[config.mk]
export PLATFORM = sky130hd
export DESIGN_NAME = modbus_pdu_parser
export DESIGN_NICKNAME = d
export VERILOG_FILES = /design/src/sv/mbpdu_pkg.sv /design/src/sv/modbus_pdu_parser.sv
export SDC_FILE = /design/constraint.sdc
export NUM_CORES = 1
export LEC_CHECK = 0
export BUFFER_PORTS_ARGS = -buffer_cell sky130_fd_sc_hd__buf_2
export CAP_MARGIN = 30
export CORE_MARGIN = 1
export CORE_UTILIZATION = 40
export CTS_CLUSTER_DIAMETER = 30
export DETAILED_ROUTE_END_ITERATION = 8
export PLACE_DENSITY = 0.64
export SYNTH_ARGS = -nofsm -noshare
export SYNTH_HDL_FRONTEND = slang
export SYNTH_SLANG_ARGS = --single-unit
[constraint.sdc]
create_clock -name i_clk -period 7.45 [get_ports i_clk]
set_input_delay 2.235 -clock i_clk [delete_from_list [all_inputs] [get_ports i_clk]]
set_output_delay 2.235 -clock i_clk [all_outputs]
set_load 0.005 [all_outputs]
[src/sv/mbpdu_pkg.sv]
// ----------------------------------------------------------------------------
// mbpdu_pkg
// Shared types and codes for the Modbus PDU parser: request and result
// layouts, frame format classes, status codes and the format classifier.
// ----------------------------------------------------------------------------
package mbpdu_pkg;

    typedef struct packed {
        logic [7:0] rx_byte;
        logic       frame_last;
    } t_rx_req;

    typedef struct packed {
        logic        result_kind;
        logic [7:0]  function_code;
        logic [15:0] start_address;
        logic [15:0] quantity;
        logic [7:0]  byte_count;
        logic [7:0]  payload_byte;
        logic [7:0]  payload_index;
        logic        is_exception;
        logic [1:0]  status;
        logic        last_result;
    } t_pdu_result;

    typedef logic [2:0] t_fmt;

    localparam t_fmt FMT_UNKNOWN    = 3'd0;
    localparam t_fmt FMT_REQ_READ   = 3'd1;
    localparam t_fmt FMT_REQ_SINGLE = 3'd2;
    localparam t_fmt FMT_REQ_MULTI  = 3'd3;
    localparam t_fmt FMT_RSP_READ   = 3'd4;
    localparam t_fmt FMT_RSP_EXC    = 3'd5;

    localparam logic [1:0] ST_OK       = 2'd0;
    localparam logic [1:0] ST_SHORT    = 2'd1;
    localparam logic [1:0] ST_UNKNOWN  = 2'd2;
    localparam logic [1:0] ST_OVERRUN  = 2'd3;

    localparam logic KIND_PAYLOAD = 1'b0;
    localparam logic KIND_SUMMARY = 1'b1;

    localparam logic MODE_REQUEST  = 1'b0;
    localparam logic MODE_RESPONSE = 1'b1;

    localparam logic [7:0] FC_EXC_BIT      = 8'h80;
    localparam logic [7:0] FC_READ_COILS   = 8'd1;
    localparam logic [7:0] FC_READ_INPUTS  = 8'd2;
    localparam logic [7:0] FC_READ_HOLDING = 8'd3;
    localparam logic [7:0] FC_READ_INPUT   = 8'd4;
    localparam logic [7:0] FC_WRITE_COIL   = 8'd5;
    localparam logic [7:0] FC_WRITE_REG    = 8'd6;
    localparam logic [7:0] FC_WRITE_COILS  = 8'd15;
    localparam logic [7:0] FC_WRITE_REGS   = 8'd16;

    localparam logic [9:0] LEN_MIN_ANY   = 10'd2;
    localparam logic [9:0] LEN_MIN_BASIC = 10'd5;
    localparam logic [9:0] LEN_MIN_MULTI = 10'd6;
    localparam logic [9:0] RSP_DATA_OFS  = 10'd4;
    localparam logic [9:0] MULTI_DATA_OFS = 10'd6;

    function automatic t_fmt classify(input logic [7:0] fc, input logic mode);
        t_fmt f;
        f = FMT_UNKNOWN;
        if (mode == MODE_RESPONSE) begin
            if ((fc & FC_EXC_BIT) != 8'd0) begin
                f = FMT_RSP_EXC;
            end else if (fc >= FC_READ_COILS && fc <= FC_READ_INPUT) begin
                f = FMT_RSP_READ;
            end
        end else begin
            if (fc >= FC_READ_COILS && fc <= FC_READ_INPUT) begin
                f = FMT_REQ_READ;
            end else if (fc == FC_WRITE_COIL || fc == FC_WRITE_REG) begin
                f = FMT_REQ_SINGLE;
            end else if (fc == FC_WRITE_COILS || fc == FC_WRITE_REGS) begin
                f = FMT_REQ_MULTI;
            end
        end
        return f;
    endfunction

endpackage

[src/sv/modbus_pdu_parser.sv]
// ----------------------------------------------------------------------------
// modbus_pdu_parser
// Byte-serial Modbus PDU parser with payload and frame summary results.
// ----------------------------------------------------------------------------
// Usage:
//   Input channel i_in_valid/o_in_ready/i_in_data carries one frame byte per
//   request, function code first, frame_last set on the final byte.
//   Output channel o_out_valid/i_out_ready/o_out_data carries payload items
//   (with their index) and, on the final byte, a frame summary item with the
//   captured fields and a status. Discard payload when status is not ok.
//   i_cfg_we/i_cfg_data write parse_mode (0 requests, 1 responses); write it
//   only while the block is idle.
//   A result is registered and visible in the cycle after its byte is accepted.
//   Throughput: one byte per cycle while o_in_ready is high; each result is
//   one output transfer, so a final byte with payload plus summary adds two results.
//   Results sit in a four-entry output queue; o_in_ready is high while at
//   least two entries are free, so a stalled receiver holds off the input
//   without losing results.
//   Reset (synchronous, active low) clears the parse state, the mode and the
//   queue; the block accepts bytes in the first cycle after reset.
// ----------------------------------------------------------------------------
module modbus_pdu_parser
    import mbpdu_pkg::*;
(
    input  logic        i_clk,
    input  logic        i_rst_n,
    input  logic        i_cfg_we,
    input  logic        i_cfg_data,
    input  logic        i_in_valid,
    output logic        o_in_ready,
    input  t_rx_req     i_in_data,
    output logic        o_out_valid,
    input  logic        i_out_ready,
    output t_pdu_result o_out_data
);

    localparam int unsigned QDepth = 4;
    localparam int unsigned QPtrW  = $clog2(QDepth);

    logic              r_parse_mode;
    logic [8:0]        r_pos;
    logic [7:0]        r_func;
    logic [15:0]       r_addr;
    logic [15:0]       r_qty;
    logic [7:0]        r_cnt;

    t_pdu_result       r_queue [QDepth];
    logic [QPtrW-1:0]  r_wr_ptr;
    logic [QPtrW-1:0]  r_rd_ptr;
    logic [QPtrW:0]    r_level;

    logic              in_fire;
    logic              out_fire;
    logic              pos0;
    logic [7:0]        b;
    logic              last;
    logic [7:0]        fc;
    t_fmt              fmt;
    logic [15:0]       n_addr;
    logic [15:0]       n_qty;
    logic [7:0]        n_cnt;
    logic [8:0]        n_pos;
    logic              has_pl;
    logic [8:0]        pl_idx;
    logic              exc;
    logic [9:0]        len;
    logic [1:0]        status;
    t_pdu_result       pl_res;
    t_pdu_result       sum_res;
    t_pdu_result       first_res;
    logic [1:0]        push_n;

    assign o_in_ready  = (r_level <= (QPtrW+1)'(QDepth - 2));
    assign in_fire     = i_in_valid & o_in_ready;
    assign o_out_valid = (r_level != '0);
    assign out_fire    = o_out_valid & i_out_ready;
    assign o_out_data  = r_queue[r_rd_ptr];

    assign b    = i_in_data.rx_byte;
    assign last = i_in_data.frame_last;
    assign pos0 = (r_pos == 9'd0);
    assign fc   = pos0 ? b : r_func;
    assign fmt  = classify(fc, r_parse_mode);
    assign exc  = (fmt == FMT_RSP_EXC);
    assign len  = {1'b0, r_pos} + 10'd1;

    // field capture per byte position
    always_comb begin
        n_addr = r_addr;
        n_qty  = r_qty;
        n_cnt  = r_cnt;
        has_pl = 1'b0;
        pl_idx = '0;
        if (pos0) begin
            n_addr = '0;
            n_qty  = '0;
            n_cnt  = '0;
            if (fmt == FMT_REQ_SINGLE) begin
                n_qty = 16'd1;
                n_cnt = 8'd2;
            end
            if (fmt == FMT_RSP_EXC) begin
                n_cnt = 8'd1;
            end
        end else begin
            if (fmt != FMT_UNKNOWN && fmt != FMT_RSP_EXC) begin
                if (r_pos == 9'd1) begin
                    n_addr = {b, r_addr[7:0]};
                end else if (r_pos == 9'd2) begin
                    n_addr = {r_addr[15:8], b};
                end
            end
            case (fmt)
                FMT_REQ_READ, FMT_REQ_MULTI: begin
                    if (r_pos == 9'd3) begin
                        n_qty = {b, r_qty[7:0]};
                    end else if (r_pos == 9'd4) begin
                        n_qty = {r_qty[15:8], b};
                    end else if (fmt == FMT_REQ_MULTI) begin
                        if (r_pos == 9'd5) begin
                            n_cnt = b;
                        end else if (r_pos >= 9'd6 &&
                                     (r_pos - 9'd6) < {1'b0, r_cnt}) begin
                            has_pl = 1'b1;
                            pl_idx = r_pos - 9'd6;
                        end
                    end
                end
                FMT_REQ_SINGLE: begin
                    if (r_pos == 9'd3 || r_pos == 9'd4) begin
                        has_pl = 1'b1;
                        pl_idx = r_pos - 9'd3;
                    end
                end
                FMT_RSP_READ: begin
                    if (r_pos == 9'd3) begin
                        n_cnt = b;
                        n_qty = (r_func >= FC_READ_HOLDING) ? {9'd0, b[7:1]}
                                                            : {5'd0, b, 3'd0};
                    end else if (r_pos >= 9'd4 &&
                                 (r_pos - 9'd4) < {1'b0, r_cnt}) begin
                        has_pl = 1'b1;
                        pl_idx = r_pos - 9'd4;
                    end
                end
                FMT_RSP_EXC: begin
                    if (r_pos == 9'd1) begin
                        has_pl = 1'b1;
                        pl_idx = '0;
                    end
                end
                default: begin
                end
            endcase
        end
    end

    // frame status
    always_comb begin
        status = ST_OK;
        if (len < LEN_MIN_ANY) begin
            status = ST_SHORT;
        end else if (fmt == FMT_UNKNOWN) begin
            status = ST_UNKNOWN;
        end else if (fmt == FMT_REQ_MULTI) begin
            if (len < LEN_MIN_MULTI) begin
                status = ST_SHORT;
            end else if (len < MULTI_DATA_OFS + {2'd0, n_cnt}) begin
                status = ST_OVERRUN;
            end
        end else if (fmt == FMT_RSP_READ) begin
            if (len < LEN_MIN_BASIC) begin
                status = ST_SHORT;
            end else if (len < RSP_DATA_OFS + {2'd0, n_cnt}) begin
                status = ST_OVERRUN;
            end
        end else if (fmt != FMT_RSP_EXC) begin
            if (len < LEN_MIN_BASIC) begin
                status = ST_SHORT;
            end
        end
    end

    always_comb begin
        pl_res.result_kind   = KIND_PAYLOAD;
        pl_res.function_code = fc;
        pl_res.start_address = n_addr;
        pl_res.quantity      = n_qty;
        pl_res.byte_count    = n_cnt;
        pl_res.payload_byte  = b;
        pl_res.payload_index = pl_idx[7:0];
        pl_res.is_exception  = exc;
        pl_res.status        = ST_OK;
        pl_res.last_result   = ~last;

        sum_res               = pl_res;
        sum_res.result_kind   = KIND_SUMMARY;
        sum_res.payload_byte  = '0;
        sum_res.payload_index = '0;
        sum_res.status        = status;
        sum_res.last_result   = 1'b1;

        first_res = has_pl ? pl_res : sum_res;
        push_n    = {1'b0, has_pl} + {1'b0, last};
    end

    assign n_pos = last ? 9'd0 : ((r_pos == 9'h1FF) ? r_pos : r_pos + 9'd1);

    always_ff @(posedge i_clk) begin
        if (!i_rst_n) begin
            r_parse_mode <= MODE_REQUEST;
            r_pos        <= '0;
            r_func       <= '0;
            r_addr       <= '0;
            r_qty        <= '0;
            r_cnt        <= '0;
            r_wr_ptr     <= '0;
            r_rd_ptr     <= '0;
            r_level      <= '0;
        end else begin
            if (i_cfg_we) begin
                r_parse_mode <= i_cfg_data;
            end
            if (in_fire) begin
                r_pos    <= n_pos;
                r_func   <= fc;
                r_addr   <= n_addr;
                r_qty    <= n_qty;
                r_cnt    <= n_cnt;
                r_wr_ptr <= r_wr_ptr + QPtrW'(push_n);
            end
            if (out_fire) begin
                r_rd_ptr <= r_rd_ptr + QPtrW'(1);
            end
            r_level <= r_level + (in_fire ? (QPtrW+1)'(push_n) : '0)
                               - (QPtrW+1)'(out_fire);
        end
    end

    // result queue storage
    always_ff @(posedge i_clk) begin
        if (in_fire && push_n != 2'd0) begin
            r_queue[r_wr_ptr] <= first_res;
        end
        if (in_fire && push_n == 2'd2) begin
            r_queue[r_wr_ptr + QPtrW'(1)] <= sum_res;
        end
    end

endmodule

**Yosys cells after proc, flatten, opt, wreduce, memory -nomap -nowiden**

Memories as Yosys holds them, arrays and structs flattened. A register that Yosys moved wholly into a read port is not among the register bits.
Cells that the tools add are included.

- $add $sub $neg: 13
- Magnitude comparators: 13
- Equal/unequal tests: 18
- Multiplexer cells: 68
- Bitwise gates (word level): 3
- Reductions and logical operators: 16

Operators by type and width:

| cell | count |
|---|---|
| 8-bit two-way mux | 19 |
| 16-bit two-way mux | 6 |
| 69-bit two-way mux | 1 |
| 16-bit one-hot mux with 2 select lines | 1 |
| 2-bit two-way mux | 15 |
| 8-bit one-hot mux with 3 select lines | 1 |
| 10-bit by 3-bit less-than comparator with 1-bit output (second input constant) | 2 |
| 10-bit by 9-bit less-than comparator with 1-bit output | 2 |
| 3-bit by 8-bit adder with 9-bit output (first input constant) | 2 |
| 9-bit by 2-bit equality test with 1-bit output (second input constant) | 2 |
| 9-bit by 3-bit equality test with 1-bit output (second input constant) | 2 |
| 9-bit by 3-bit >= comparator with 1-bit output (second input constant) | 2 |
| 9-bit by 8-bit less-than comparator with 1-bit output | 2 |
| 9-bit two-way mux | 2 |
| 9-bit by 3-bit subtractor with 9-bit output (second input constant) | 2 |
| 1-bit two-way mux | 17 |
| 8-bit by 3-bit equality test with 1-bit output (second input constant) | 2 |
| 8-bit one-hot mux with 2 select lines | 1 |
| 11-bit two-way mux | 1 |
| 9-bit by 1-bit adder with 10-bit output (second input constant) | 1 |
| 10-bit by 2-bit less-than comparator with 1-bit output (second input constant) | 1 |
| 9-bit by 1-bit adder with 9-bit output (second input constant) | 1 |
| 9-bit by 1-bit equality test with 1-bit output (second input constant) | 1 |
| 9-bit equality test (second input constant) | 1 |
| other kinds (30) | 44 |

- Register bits: 65
- Memory bits (writable): 276
- Word-level logic and storage cells: 141
- Memories: 1

Memory list:

| name | words | width | read ports | clocked after memory_dff | write ports | line | source |
|---|---|---|---|---|---|---|---|
| r_queue | 4 | 69 | 1 | 1 | 2 | modbus_pdu_parser.sv:47 | `t_pdu_result r_queue [QDepth];` |

**Longest topological paths before layout**

- Word-level depth: 23
- Gate-level depth with buffers: 26
- Mapped depth without buffers: 24

**Worst setup path before layout**

Ideal clock, no wire load.

- Path kind: input to register
- Start point: in i_in_data[6] (netlist bit)
- End point: mem r_queue[1][50] (netlist bit), data pin
- Data arrival time: 7443 ps
- Data required time: 7309 ps
- Path slack: -134 ps
- Stages: 20
- Path buffers: 4
- Cells stage by stage: clkbuf_1 -> or3_1 -> a2111oi_0 -> mux2i_1 -> nand2b_1 -> buf_2 -> a211oi_2 -> nor3_1 -> nor2b_1 -> inv_1 -> ha_1 -> nor2_1 -> nand2_1 -> or2_2 -> and2_1 -> clkbuf_1 -> inv_1 -> nand2_1 -> clkbuf_1 -> nor2_1

RTL lines:

| item | line | source |
|---|---|---|
| start, declared | modbus_pdu_parser.sv:31 | `input t_rx_req i_in_data,` |
| end, declared | modbus_pdu_parser.sv:47 |  |

==> impl_metrics.yaml <==
cts:
  cts.sinks: 343
  clkTransAtPathRegs_ns: 0.05
  cts_made_buffers: 77
  clk_latency_ns: 0.60
  cts_tree: "done"
  cts_root_buffer: "clkbuf_16"
  post_cts_buffers: 0
  cts.path.max_buffers: 3
  post_cts_resized: 0
  holdBufCountCts: 0
  h-tree-depth: 3
yosys:
  async_reset_ff_share_pct: 0
  synth_flop_cell: "edfxtp_1"
  yosys.area_share.adder_pct: 3.92
  ys_seq_area_share_pct: 53.0
  synth_fp_nets: 1545
  yosys_warnings: 0
  synth.area.top_cells: "edfxtp_1, dfxtp_1, mux4_2, nor2_1, ha_1"
  muxShareOfSynthArea_pct: 12.2
  synth-simple-area-share_pct: 15.2
  syn_area_mm2: 0.0168
  synth_xor_area_share_pct: 1.72
  synth_top_area_share_pct: 36.5
  syn_area_per_cell_um2: 11.4
  synth_cell_types: 81
  ys_ff_latch: 343
  synth_cells: 1478
  synth_compound_area_share_pct: 10.8
  synth_top_family_by_area: "simple AND/OR/NAND/NOR gates"
  synth-edff-count: 204
  yosys.area.top_type: "edfxtp_1"
finish:
  nNetsFinal: 1643
  layout-drive-gt1-share_pct: 22.8
  diodes: 0
  areaGrowthSynthToFinish_pct: 22.2
power:
  irDropWorstVdd_uv: 187
  p_sw_uw: 1650
  switching_share_pct: 25.1
  leakage_uw: 0.00708
  internal_power_uw: 4920
  clkPwrFrac_pct: 53.7
  power_frac_comb_pct: 12.7
  power_density_mw_per_mm2: 320
  seq_power_share_pct: 33.5
  total_power_uw: 6570
routing:
  drt_iter0_drc: 1024
  avgViaCountPerCell: 5.59
  drt_first_pass_iters: 8
  drt-total-wl_um: 45600
  routedWlPerCell_um: 21.0
  drc: 7
  vias: 12123
  drtAntennaViolNets: 0
outcome:
  outcome: "finished, violations left"
  violations: "DRC"
worst_setup_path:
  worstPathRequired_ns: 7.86
  cp_max_fo: 9
  critPathCaptureType: "flop"
  worstPathBufferInverterCount: 3
  slowest_stage: "or3b_2"
  arrival_ns: 7.07
  crit_chain: "buf_2 -> or3b_2 -> a2111oi_0 -> mux2i_1 -> nand2b_1 -> o21ai_2 -> mux2_2 -> nand2_1 -> inv_1 -> ha_1 -> xnor2_1 -> ha_1 -> and4_1 -> a21oi_1 -> nand2_1 -> a211oi_1 -> o21a_1 -> o21ai_0 -> nor4b_1 -> buf_4 -> nor3_1"
  critPathTopFamily: "simple AND/OR/NAND/NOR gates"
  crit_type: "in2reg"
  start_kind: "primary input"
  crit_path_max_incr_delay_ns: 0.48
timing:
  finalSetupViolCount: 0
  slew_violations: 0
  tns_ns: 0
  tightest_slew_ns: 0.973
  skew_ns: 0.0416
  rsz0062_at_grt: "false"
  max_slew_margin_pct: 34.6
  period_share_pct: 89.3
  final_hold_viol_count: 0
  finalCriticalPeriod_ns: 6.65
  max_freq_mhz: 150
place:
  dpl.hpwl_um: 28600
  gp_congestion: 0.930
  io_buffers: 85
global_route:
  grt_max_degree: 69
  antenna_found_initial: 0
  grt_pass1_wl_um: 71500
  grt_pass1_vias: 12544
  track_usage_pct: 22.1
  grt-ovfl-total: 0
floorplan:
  num_rows: 74
  core_area_mm2: 0.0411
  initial_core_util_pct: 40.9
  dieArea_mm2: 0.0428
  io_pins: 86
  die_h_um: 207
  dieWidth_um: 207
min_path:
  hold_class: "reg2reg"
run:
  max_cap_viol_count: 0
## path summary, 6_finish.rpt
check,startpoint,endpoint,slack (ns),depth (start not counted)
worst max-delay path,i_in_data[1],r_queue[1][2],0.80,21
worst min-delay path,r_queue[3][4],r_queue[3][4],0.45,2
worst max register to register,r_pos[6],r_queue[1][2],1.25,21
worst min register to register,r_queue[3][4],r_queue[3][4],0.45,2
## kinds of logic after synthesis
group                      Yosys count
xor gates and xnor gates            33
muxes                              109
adders and majority gates           52
AOI/OAI and AO/OA                  257
buffers and inverters              135
and+or+nand+nor                    549
DFF                                343
## cell usage after synthesis (all sizes together), types with 7 or more instances
| cell | number |
|---|---|
| nor2 | 237 |
| edfxtp | 204 |
| nand2 | 142 |
| dfxtp | 139 |
| o21ai | 85 |
| clkbuf | 77 |
| mux4 | 69 |
| ha | 51 |
| a22o | 39 |
| nand3 | 39 |
| inv | 35 |
| mux2i | 35 |
| a21oi | 34 |
| nor3 | 26 |
| and2 | 24 |
| buf | 23 |
| xnor2 | 20 |
| a21boi | 17 |
| a32o | 16 |
| nor2b | 13 |
| xor2 | 13 |
| or3 | 10 |
| nor4 | 9 |
| a211oi | 8 |
| nand2b | 8 |
| and3 | 7 |
| nor3b | 7 |
## metrics by stage
stage                     std cells  utilization (%)  hold slack (ns)  worst slack (ns)  cell area (µm²)
after global placement         2029             43.3            0.432             0.364            17800
after global routing           2170             49.9            0.473             0.491            20500
after floorplan                1478                -            0.420            0.0708            16800
after CTS                      2170             49.9            0.452             0.893            20500
final                          2170             49.9            0.449             0.797            20500
after detailed placement       2029             43.3            0.442             0.331            17800
## registers in the layout, indices dropped and copies added (netlist names), named ones only
name,count
r_cnt,8
r_parse_mode,1
r_queue,276
r_qty,16
r_pos,9
r_func,8
r_addr,16
r_level,3
r_rd_ptr,2
r_wr_ptr,2
## area by class of cell
class,instances,area (µm²)
Clock buffer,89,2070
Sequential cell,343,8920
Timing Repair Buffer,119,693
Tap cell,532,666
Clock inverter,52,673
Multi-Input combinational cell,1000,7370
Inverter,35,135
Fill cell,3644,20600
## tightest hold or removal path, cell delays in order (launching register included)
cell and delay (ns):
dfxtp_1 0.32, nand2_1 0.04, o21ai_0 0.05
## layer usage
layer | wire (µm) | GRT usage [%] | up-vias
li1 | - | - | 5645
met1 | 19700 | 28.7 | 5978
met4 | 1600 | 10.0 | 0
met2 | 21900 | 36.4 | 408
met5 | 0 | 0 | -
met3 | 2490 | 3.53 | 92
## placed cells by master (no fill, tap or decap), types with 7 or more instances in the layout
master and count:
a22o_1 39, mux2i_4 7, nor2_1 230, ha_1 51, a32o_1 16, clkinv_2 13, or3_1 8, nor4_1 7
clkinvlp_4 7, xnor2_1 20, nand2_1 141, nor3b_1 7, buf_2 85, buf_4 33, a211oi_1 7, nand2b_1 8
a21oi_1 32, edfxtp_1 204, nor2b_1 13, and3_1 7, and2_1 20, a21boi_0 17, dfxtp_1 137, mux4_2 69
clkinv_1 7, mux2i_1 28, clkbuf_16 79, xor2_1 13, o21ai_0 77, nand3_1 39, nor3_1 23, inv_1 31
bufinv_16 13
## power groups by stage
stage	Sequential, µW	Combinational, µW	Clock, µW
after floorplan	2150	610	0
after global placement	2240	835	0
after detailed placement	2240	841	0
after CTS	2210	847	3570
after global routing	2220	913	3670
final	2200	837	3530
(Power assumes the default switching activity.)
